### src/design/btr_pkg.sv
// shared types and constants of the bitmap text renderer
// no dependencies; imported by every module of the block
`default_nettype none

package btr_pkg;

  localparam int GLYPH_COLS = 5;
  localparam int GLYPH_ROWS = 8;
  localparam int LINE_STEP = 9;
  localparam int CHAR_STEP = 6;
  localparam int FONT_ADDR_W = 10;

  localparam logic [6:0] NEWLINE_CODE = 7'd10;

  localparam logic [1:0] WRAP_NONE = 2'd0;
  localparam logic [1:0] WRAP_COL1 = 2'd1;
  localparam logic [1:0] WRAP_ORIGIN = 2'd2;

  typedef struct packed {
    logic [7:0] origin_x;
    logic [7:0] origin_y;
    logic [7:0] red_level;
    logic [7:0] green_level;
    logic [7:0] blue_level;
    logic [1:0] wrap_mode;
  } cfg_t;

  typedef struct packed {
    logic [7:0]  x0;
    logic [7:0]  y0;
    logic [15:0] color;
  } job_t;

endpackage

`default_nettype wire

### src/design/btr_cfg.sv
// register file behind the apb port: origin, color levels, wrap mode
// depends on btr_pkg
`default_nettype none

module btr_cfg
  import btr_pkg::*;
(
  input  wire logic        clk,
  input  wire logic        rst,
  input  wire logic        psel,
  input  wire logic        penable,
  input  wire logic        pwrite,
  input  wire logic [4:0]  paddr,
  input  wire logic [31:0] pwdata,
  output logic [31:0]      prdata,
  output logic             pready,
  output cfg_t             cfg
);

  typedef enum logic [2:0] {
    REG_ORIGIN_X,
    REG_ORIGIN_Y,
    REG_RED,
    REG_GREEN,
    REG_BLUE,
    REG_WRAP
  } reg_idx_t;

  logic [2:0] idx;
  logic       wr;

  assign pready = 1'b1;
  assign idx = paddr[4:2];
  assign wr = psel && penable && pwrite && pready;

  always_ff @(posedge clk) begin
    if (rst) begin
      cfg.origin_x <= 8'd0;
      cfg.origin_y <= 8'd0;
      cfg.red_level <= 8'hFF;
      cfg.green_level <= 8'hFF;
      cfg.blue_level <= 8'hFF;
      cfg.wrap_mode <= WRAP_NONE;
    end else if (wr) begin
      case (idx)
        REG_ORIGIN_X: cfg.origin_x <= pwdata[7:0];
        REG_ORIGIN_Y: cfg.origin_y <= pwdata[7:0];
        REG_RED:      cfg.red_level <= pwdata[7:0];
        REG_GREEN:    cfg.green_level <= pwdata[7:0];
        REG_BLUE:     cfg.blue_level <= pwdata[7:0];
        REG_WRAP:     cfg.wrap_mode <= pwdata[1:0];
        default: ;
      endcase
    end
  end

  always_comb begin
    case (idx)
      REG_ORIGIN_X: prdata = {24'd0, cfg.origin_x};
      REG_ORIGIN_Y: prdata = {24'd0, cfg.origin_y};
      REG_RED:      prdata = {24'd0, cfg.red_level};
      REG_GREEN:    prdata = {24'd0, cfg.green_level};
      REG_BLUE:     prdata = {24'd0, cfg.blue_level};
      REG_WRAP:     prdata = {30'd0, cfg.wrap_mode};
      default:      prdata = 32'd0;
    endcase
  end

endmodule

`default_nettype wire

### config.mk
export PLATFORM = sky130hd
export DESIGN_NAME = btr_cfg
export DESIGN_NICKNAME = d
export VERILOG_FILES = /design/src/design/btr_pkg.sv /design/src/design/btr_cfg.sv
export SDC_FILE = /design/constraint.sdc
export NUM_CORES = 1
export LEC_CHECK = 0
export BUFFER_PORTS_ARGS = -buffer_cell sky130_fd_sc_hd__buf_2
export CAP_MARGIN = 30
export CORE_MARGIN = 5
export CORE_UTILIZATION = 45
export DETAILED_ROUTE_END_ITERATION = 8
export PLACE_DENSITY = 0.8
export SLEW_MARGIN = 5
export SYNTH_ARGS = -nofsm -noshare
export SYNTH_HDL_FRONTEND = slang
export SYNTH_SLANG_ARGS = --single-unit
export TNS_END_PERCENT = 20
### constraint.sdc
create_clock -name clk -period 1.9 [get_ports clk]
set_clock_uncertainty 0.1 [all_clocks]
set_input_delay 0.475 -clock clk [delete_from_list [all_inputs] [get_ports clk]]
set_output_delay 0.475 -clock clk [all_outputs]
set_load 0.02 [all_outputs]
==> run_results.csv <==
group,metric,value,unit
run_status,status,"finished with violations",
run_status,violations,"negative setup slack",
timing,final_hold_viol_count,0,
layout,syn_to_final_growth,28.9,%
clocking,cts_hold_buf,0,
layout,fin_nets,357,
placed_design,port_buffers,65,
global_route,grt_pass1_vias,1808,
synthesis,yosysWarnings,0,
synthesis,synth_area,0.00224,sq mm
floorplanning,die_area,0.00649,sq mm
worst_setup_path,r2r_start,"cfg[11]$_SDFFE_PP1P_",
routing,num_vias,1888,
floorplanning,io_pins,117,
timing,max_freq,509,MHz
synthesis,synth_edf_count,0,
layout,n_antenna_cell,0,
layout,largest_register_ffs,42,
routing,dr.pass1.iters,4,
global_route,met1_usage,23.7,%
synthesis,synth_top_area_cell,"dfxtp_1",
clocking,cts_tree,"yes",
synthesis,async_reset_ff_share,0,%
timing,finalSetupViolations,5,
synthesis,ys_ff_latch,42,
global_route,busiest_layer,"met2",
routing,ant_nets,0,
synthesis,yosysMostFrequentCell,"mux2i_1",
worst_setup_path,slowest_delay,0.48,ns
layout,max_flop_register,"cfg",
worst_setup_path,r2r-end,"cfg[11]$_SDFFE_PP1P_",
synthesis,netlist_instances,236,
clocking,clockBufferDepth,2,
clocking,clk_pin_slew,0.07,ns
clocking,numCtsBuffers,5,
layout,top_regs,"cfg x42",
global_route,grt_util_met3,3.70,%
worst_setup_path,cpMaxStageDelayCell,"mux4_2",
hold_path,hold_class,"input port to flop",
synthesis,yosysTopAreaCellShare,37.5,%
routing,routedWlPerCell,14.9,microns
synthesis,syn_avg_cell_area,9.50,sq um
global_route,antenna_found_initial,0,
synthesis,synth-seq-area-share,37.5,%
worst_setup_path,crit_required,1.32,ns
global_route,overflow,0,
floorplanning,coreArea,0.00479,sq mm
hold_path,hp-start,"pwdata[7]",
worst_setup_path,worstSetupPathType,"flop to output port",
timing,rsz0062_at_grt,"true",
worst_setup_path,cp_max_fo,3,
floorplanning,initial_core_util,46.8,%
placed_design,gp_congestion,0.839,
placed_design,dpl_worst_slack,-0.168,ns
timing,fin_crit_sh,103,%
synthesis,synth.distinct_cells,25,
placed_design,dpl.hpwl,4360,microns
routing,drc_errors,0,
worst_setup_path,rr_worst_depth,3,
floorplanning,die_y,80.6,microns
worst_setup_path,path_delay_family,"multiplexers",
timing,hold-worst-slack,0.377,ns
synthesis,synth.area.top_cells,"dfxtp_1, mux2i_1, buf_4",
floorplanning,rows,25,
routing,vias_per_cell,4.93,
power_and_ir_drop,p_per_area,650,mW/mm^2
routing,finalWirelength,5690,microns
layout,finalCoreUtilization,60.4,%
global_route,grt_usage,17.8,%
synthesis,ys.flop_type,"dfxtp_1",
floorplanning,die_x,80.6,microns
job,cap_violations,0,
hold_path,min_to,"cfg[33]$_SDFFE_PP0P_",
worst_setup_path,cp-startpoint,"cfg[35]$_SDFFE_PP0P_",
hold_path,min_path_cells,3,
timing,setup_ws,-0.0638,ns
clocking,htree_levels,2,
worst_setup_path,rrSetupSlack,1.07,ns
clocking,clk_latency,0.29,ns
global_route,grt_max_degree,40,
routing,drt_iter0_markers,131,
timing,slew_viol_final,0,
clocking,cts-root-buf,"clkbuf_8",
power_and_ir_drop,p_leak,1.26,nW
layout,layout-drive-gt1-share,36.1,%
timing,final.min_clock_period,1.96,ns
worst_setup_path,startpoint_type,"flop",
timing,setup_tns,-0.134,ns
synthesis,yosys-top-cells-count,"mux2i_1, dfxtp_1, nor2_1",
worst_setup_path,cp_num_buf_inv,2,
worst_setup_path,critPathCaptureType,"output port",
global_route,grt_pass1_wl,8930,microns
power_and_ir_drop,ir_worst_vdd,0.354,mV
clocking,cts_sinks,42,
global_route,grt_use_met2,28.2,%
worst_setup_path,crit_arrival,1.39,ns
worst_setup_path,crit_chain,"mux4_2 > inv_2 > o22ai_2 > buf_6",
logic make-up after synthesis:
family | count (synthesis) | share of synthesized area, %
flip-flops | 42 | 37.5
multiplexers | 58 | 27.0
AND/OR/NAND/NOR | 77 | 18.7
buffers and inverters | 40 | 11.4
AO/OA/AOI/OAI | 17 | 4.97
other | 2 | 0.335
tightest hold or removal path, cell delays in order:
cell	delay (ns)
buf_2	0.11
nand2b_1	0.08
mux2i_1	0.06
per-layer routing:
metal | share of wire (%) | up-vias
li1 | - | 902
met4 | 1.7 | 0
met5 | 0 | -
met2 | 47 | 78
met1 | 45 | 900
met3 | 6.6 | 8
cell type report:
cell class,count,area (sq um)
Tap cell,67,83.8
Timing Repair Buffer,87,587
Multi-Input combinational cell,177,1260
Sequential cell,42,850
Inverter,2,7.51
Clock inverter,1,30.0
Fill cell,416,1900
Clock buffer,7,76.3
stage by stage:
stage	cells	area [sq um]	total power, W
floorplan	259	2350	0.00114
global placement	373	2690	0.00118
detailed placement	373	2690	0.00119
CTS	383	2880	0.00188
global route	383	2890	0.00194
finish	383	2890	0.00188
power by group:
group,internal [W],switching (W)
clock network,0.000393,0.000294
logic,0.000120,0.000179
registers,0.000886,0.00000549
how the worst max path moves through the flow:
stage / depth (start not counted) / to
6_report: 4 / prdata[1]
5_1_grt: 4 / prdata[1]
4_1_cts: 4 / prdata[1]
3_5_place_dp: 5 / prdata[1]
3_3_place_gp: 5 / prdata[1]
2_1_floorplan: 4 / prdata[4]
cells in the final DEF (no fill, tap or decap), types with 2 or more instances in the layout:
cell type   n
o21ai_1     2
dfxtp_2     7
or3_1       2
buf_8       2
mux2i_2     2
nand2b_1   28
inv_2       2
mux2i_1    54
nor2_2      2
o21a_1      5
nor2_1     34
clkbuf_8    5
nor3_1      2
buf_12      3
buf_6       7
mux4_2      2
dfxtp_1    35
nand3b_1    2
o2bb2ai_1   3
o21ai_0     5
buf_4      17
clkbuf_1    2
conb_1     25
buf_2      58
o22ai_2     2
repair_timing:
action,4_1_cts,5_1_grt
setup endpoints to repair,8,8
pin swaps,2,2
resized for setup,28,3
setup buffers,2,0
gates cloned,0,0
(Power assumes the default switching activity.)
