### src/design/btr_pkg.sv
// shared types and constants of the bitmap text renderer
// no dependencies; imported by every module of the block
`default_nettype none

package btr_pkg;

  localparam int GLYPH_COLS = 5;
  localparam int GLYPH_ROWS = 8;
  localparam int LINE_STEP = 9;
  localparam int CHAR_STEP = 6;
  localparam int FONT_ADDR_W = 10;

  localparam logic [6:0] NEWLINE_CODE = 7'd10;

  localparam logic [1:0] WRAP_NONE = 2'd0;
  localparam logic [1:0] WRAP_COL1 = 2'd1;
  localparam logic [1:0] WRAP_ORIGIN = 2'd2;

  typedef struct packed {
    logic [7:0] origin_x;
    logic [7:0] origin_y;
    logic [7:0] red_level;
    logic [7:0] green_level;
    logic [7:0] blue_level;
    logic [1:0] wrap_mode;
  } cfg_t;

  typedef struct packed {
    logic [7:0]  x0;
    logic [7:0]  y0;
    logic [15:0] color;
  } job_t;

endpackage

`default_nettype wire

### src/design/btr_raster.sv
// glyph rasterizer: shifts each font column out one bit per cycle unless
// stalled; one pixel per on-screen set bit; uses btr_pkg and btr_font data
`default_nettype none

module btr_raster
  import btr_pkg::*;
#(
  parameter int SCREEN_WIDTH = 256,
  parameter int AW = 10
) (
  input  wire logic          clk,
  input  wire logic          rst,
  input  wire logic          start,
  input  wire job_t          job,
  input  wire logic [AW-1:0] base,
  output logic               busy,
  output logic               rd_en,
  output logic [AW-1:0]      rd_addr,
  input  wire logic [7:0]    rd_data,
  output logic               m_tvalid,
  input  wire logic          m_tready,
  output logic [31:0]        m_tdata,  // pixel_x, pixel_y, pixel_color
  output logic               m_tlast
);

  typedef enum logic [2:0] {
    ST_IDLE,
    ST_READ,
    ST_LOAD,
    ST_SHIFT,
    ST_FLUSH
  } state_t;

  localparam logic [8:0] SW_LIM = 9'(SCREEN_WIDTH);
  localparam logic [2:0] LAST_COL = 3'(GLYPH_COLS - 1);
  localparam logic [2:0] LAST_ROW = 3'(GLYPH_ROWS - 1);

  state_t        state;
  logic [7:0]    x0;
  logic [7:0]    y0;
  logic [15:0]   color;
  logic [AW-1:0] addr;
  logic [2:0]    col_i;
  logic [2:0]    row_j;
  logic [7:0]    sh;
  logic          pend_valid;
  logic [7:0]    pend_x;
  logic [7:0]    pend_y;
  logic [7:0]    out_x;
  logic [7:0]    out_y;
  logic [15:0]   out_color;

  logic [8:0] px;
  logic [8:0] py;
  logic       hit;
  logic       out_free;
  logic       stall;

  assign px = {1'b0, x0} + {6'd0, col_i};
  assign py = {1'b0, y0} + {6'd0, row_j};
  assign hit = sh[7] && (px < SW_LIM) && !py[8];
  assign out_free = !m_tvalid || m_tready;
  assign stall = hit && pend_valid && !out_free;

  assign busy = (state != ST_IDLE);
  assign rd_addr = addr;
  assign rd_en = (state == ST_READ) || (state == ST_LOAD) ||
                 ((state == ST_SHIFT) && !stall && (row_j == LAST_ROW) &&
                  (col_i < LAST_COL - 3'd1));
  assign m_tdata = {out_color, out_y, out_x};

  always_ff @(posedge clk) begin
    if (rst) begin
      state <= ST_IDLE;
      pend_valid <= 1'b0;
      m_tvalid <= 1'b0;
    end else begin
      if (m_tvalid && m_tready) begin
        m_tvalid <= 1'b0;
      end
      case (state)
        ST_IDLE: begin
          if (start) begin
            x0 <= job.x0;
            y0 <= job.y0;
            color <= job.color;
            addr <= base;
            col_i <= 3'd0;
            state <= ST_READ;
          end
        end
        ST_READ: begin
          addr <= addr + 1'b1;
          state <= ST_LOAD;
        end
        ST_LOAD: begin
          sh <= rd_data;
          row_j <= 3'd0;
          addr <= addr + 1'b1;
          state <= ST_SHIFT;
        end
        ST_SHIFT: begin
          if (!stall) begin
            if (hit) begin
              if (pend_valid) begin
                out_x <= pend_x;
                out_y <= pend_y;
                out_color <= color;
                m_tlast <= 1'b0;
                m_tvalid <= 1'b1;
              end
              pend_x <= px[7:0];
              pend_y <= py[7:0];
              pend_valid <= 1'b1;
            end
            sh <= {sh[6:0], 1'b0};
            row_j <= row_j + 1'b1;
            if (row_j == LAST_ROW) begin
              if (col_i == LAST_COL) begin
                state <= ST_FLUSH;
              end else begin
                col_i <= col_i + 1'b1;
                sh <= rd_data;
                if (col_i < LAST_COL - 3'd1) begin
                  addr <= addr + 1'b1;
                end
              end
            end
          end
        end
        ST_FLUSH: begin
          if (!pend_valid) begin
            state <= ST_IDLE;
          end else if (out_free) begin
            out_x <= pend_x;
            out_y <= pend_y;
            out_color <= color;
            m_tlast <= 1'b1;
            m_tvalid <= 1'b1;
            pend_valid <= 1'b0;
            state <= ST_IDLE;
          end
        end
        default: state <= ST_IDLE;
      endcase
    end
  end

  a_idle_no_pending: assert property (@(posedge clk) disable iff (rst)
    (state == ST_IDLE) |-> !pend_valid)
    else $error("pending pixel left behind after glyph end");

  a_stall_holds_scan: assert property (@(posedge clk) disable iff (rst)
    ((state == ST_SHIFT) && stall) |=> ($stable(row_j) && $stable(col_i) && $stable(sh)))
    else $error("scan moved while output stage was full");

  a_col_range: assert property (@(posedge clk) disable iff (rst)
    (state == ST_SHIFT) |-> (col_i <= LAST_COL))
    else $error("column counter out of glyph");

  a_last_only_flush: assert property (@(posedge clk) disable iff (rst)
    ((state == ST_SHIFT) && hit && pend_valid && out_free) |=> (m_tvalid && !m_tlast))
    else $error("mid-glyph pixel marked last");

endmodule

`default_nettype wire

### config.mk
export PLATFORM = sky130hd
export DESIGN_NAME = btr_raster
export DESIGN_NICKNAME = d
export VERILOG_FILES = /design/src/design/btr_pkg.sv /design/src/design/btr_raster.sv
export SDC_FILE = /design/constraint.sdc
export NUM_CORES = 1
export LEC_CHECK = 0
export BUFFER_PORTS_ARGS = -buffer_cell sky130_fd_sc_hd__buf_2
export CAP_MARGIN = 20
export CORE_ASPECT_RATIO = 0.8
export CORE_MARGIN = 1
export CORE_UTILIZATION = 50
export CTS_CLUSTER_DIAMETER = 150
export CTS_CLUSTER_SIZE = 40
export DETAILED_ROUTE_END_ITERATION = 16
export PLACE_DENSITY = 0.73
export SYNTH_ARGS = -nofsm -noshare
export SYNTH_HDL_FRONTEND = slang
export SYNTH_SLANG_ARGS = --single-unit
export TNS_END_PERCENT = 30
### constraint.sdc
create_clock -name clk -period 9.2 [get_ports clk]
set_input_delay 0.92 -clock clk [delete_from_list [all_inputs] [get_ports clk]]
set_output_delay 0.92 -clock clk [all_outputs]
set_load 0.01 [all_outputs]
==> results.json <==
{
  "clkPwrFrac_pct": 22.7,
  "grt_overflow": 0,
  "grt_busiest_layer": "met2",
  "clock-sinks": 110,
  "final_area_sq_um": 5240,
  "cp-start-kind": "register",
  "tightestPinTransition_ns": 0.731,
  "filler_cell_count": 656,
  "finalSetupViolCount": 0,
  "synth_async_sr_flop_share_pct": 0,
  "setup_ws_ns": 5.84,
  "syn_area_per_cell_sq_um": 16.3,
  "post_cts_buffers": 0,
  "sw_frac_of_total_pct": 28.7,
  "leakagePower_nw": 1.99,
  "relSlewSlack_pct": 51.1,
  "ys_seq_area_share_pct": 74.0,
  "whs_ns": 0.425,
  "synthesis.area_sq_um": 4400,
  "htreeDepth": 3,
  "cp_max_fo": 5,
  "die-area_sq_um": 9180,
  "cts_buffer_depth": 2,
  "vias_per_cell": 5.00,
  "antenna_left": 0,
  "core_sq_um": 8520,
  "grt_pass1_wl_microns": 11700,
  "drc": 0,
  "cts_tree": "built",
  "combPwrFrac_pct": 19.8,
  "ys_seq_elements": 110,
  "place_ws_ns": 5.97,
  "power_mw": 1.17,
  "synthTopCellsByCount": "edfxtp_1 (105), nand2_1 (18), xnor2_1 (14)",
  "syn_nets": 337,
  "start_util_pct": 51.6,
  "cts.hold.buffers_added": 0,
  "rr_worst_depth": 7,
  "r2r_slack_ns": 5.95,
  "synth_ff_type": "edfxtp_1",
  "syn_to_final_growth_pct": 19.1,
  "max-vdd-ir-drop_mv": 0.120,
  "hold_viol": 0,
  "die_w_microns": 107,
  "synthTopCellsByArea": "edfxtp_1 (72%), ha_1 (3.1%), xnor2_1 (2.8%), dfxtp_1 (2.3%), mux2_2 (2.0%)",
  "grt_use_total_pct": 17.3,
  "synth_edf_count": 105,
  "drive_above_1_share_pct": 37.4,
  "end_kind": "output pin",
  "synthCells": 270,
  "fin_crit_ns": 3.36,
  "synth_warnings": 0,
  "root_buffer": "clkbuf_8",
  "power.net_switching_mw": 0.335,
  "io_pins": 100,
  "fin_tns_setup_ns": 0,
  "yosysTopAreaCellShare_pct": 71.7,
  "slew_violations": 0,
  "grtUsageMet2_pct": 29.2,
  "yosys.area.top_type": "edfxtp_1",
  "crit_end": "rd_en",
  "required_ns": 8.28,
  "vias": 2486,
  "dp_hpwl_microns": 5380,
  "drt-initial-drc-count": 157,
  "hp-class": "register to register",
  "clock_latency_ns": 0.36,
  "antenna_found_initial": 0,
  "n_antenna_cell": 0,
  "grt_max_degree": 33,
  "io_buffers": 99,
  "use_met3_pct": 5.17,
  "die_h_microns": 85.9,
  "dr.pass1.iters": 4,
  "place_congestion": 0.816,
  "pwr_density_cell_nw_per_um2": 223,
  "fp-row-count": 30,
  "cts_resized": 0,
  "grt_pass1_vias": 2385,
  "rr_startpoint": "row_j[0]",
  "reg2reg_to": "out_y[1]",
  "outcome": "finished, final reports clean",
  "path_clk_slew_ns": 0.10,
  "drv_cap": 0,
  "skew_ns": 0.0109,
  "seqPwrFrac_pct": 57.5,
  "startpoint": "col_i[0]",
  "met1_usage_pct": 21.8,
  "intPower_mw": 0.832,
  "finalCritPeriodShare_pct": 36.5,
  "max_freq_mhz": 298,
  "placed_area_sq_um": 5040,
  "yosysMostFrequentCell": "edfxtp_1",
  "cts_buffers": 9,
  "totalWireLength_microns": 7330,
  "synth_cell_types": 50,
  "wl_per_cell_microns": 14.7,
  "rsz0062_at_grt": "no",
  "crit_arrival_ns": 2.44,
  "layout.nets": 447,
  "crit_type": "register to output pin"
}
==> flip-flops by register name (all words and copies together) (netlist names), 3 cells and up <==
register	count
col_i	3
color	16
out_color	16
out_x	8
out_y	8
pend_x	8
pend_y	8
rd_addr	10
row_j	3
sh	8
state	3
x0	8
y0	8
==> layer usage <==
metal  wire length (microns)  up-vias
met2                    3620       60
met5                       0        -
li1                        -     1232
met4                      81        0
met3                     377        6
met1                    3250     1188
==> cell families (layout without fill, tap and decap cells) <==
logic type                 Yosys count  in the layout  synth area share, %
DFF                                110            110                 74.0
and+or+nand+nor                     62             62                 7.48
AOI/OAI and AO/OA                   38             38                 6.26
xor gates and xnor gates            21             21                 4.18
buffers and inverters               17            132                 1.79
adders and majority gates           13             13                 4.04
muxes                                9              9                 2.28
==> layout by cell type, fill, tap and decap left out, types with 5 or more instances in the layout <==
master and n:
nand3_1 6, xor2_1 7, buf_2 99, clkbuf_8 9
nor2_1 11, o21ai_0 12, nand2_1 18, xnor2_1 14
edfxtp_1 105, a21oi_1 8, ha_1 11, inv_1 10
buf_4 6, dfxtp_1 5, mux2_2 8
==> stage by stage <==
step           utilization, %  instances
2_1_floorplan               -        270
3_3_place_gp             59.1        478
3_5_place_dp             59.1        478
4_1_cts                  61.2        494
5_1_grt                  61.5        497
6_report                 61.5        497
==> how the worst min path moves through the flow <==
| stage | from | end | slack [ns] | cells past startpoint |
|---|---|---|---|---|
| 2_1_floorplan | color[0] | out_color[0] | 0.40 | 0 |
| 3_3_place_gp | color[8] | out_color[8] | 0.40 | 0 |
| 3_5_place_dp | color[10] | out_color[10] | 0.41 | 0 |
| 4_1_cts | color[10] | out_color[10] | 0.43 | 0 |
| 5_1_grt | color[9] | out_color[9] | 0.43 | 0 |
| 6_report | color[10] | out_color[10] | 0.42 | 0 |
==> area by class of cell <==
type | count | area (sq um) | share of cell area (%)
clock buffers | 10 | 128 | 2.44
clock inverters | 6 | 53.8 | 1.03
inverters | 11 | 41.3 | 0.788
multi-input cells | 143 | 1080 | 20.7
flip-flops and latches | 110 | 3250 | 62.1
well taps | 112 | 140 | 2.67
repair buffers | 105 | 541 | 10.3
==> critical path: stages, from the launching register on <==
cell	delay, ns
edfxtp_1	0.47
ha_1	0.25
fa_1	0.40
a21o_1	0.25
a31o_2	0.29
o211ai_1	0.19
a21oi_1	0.09
buf_2	0.14
==> power groups by stage <==
stage                     Combinational [mW]  Clock [mW]  Sequential [mW]
after floorplan                        0.154           0            0.679
after global placement                 0.220           0            0.680
after detailed placement               0.226           0            0.683
after CTS                              0.228       0.274            0.671
after global routing                   0.262       0.290            0.679
final                                  0.231       0.265            0.671
Power figures use the tool's default switching activity.
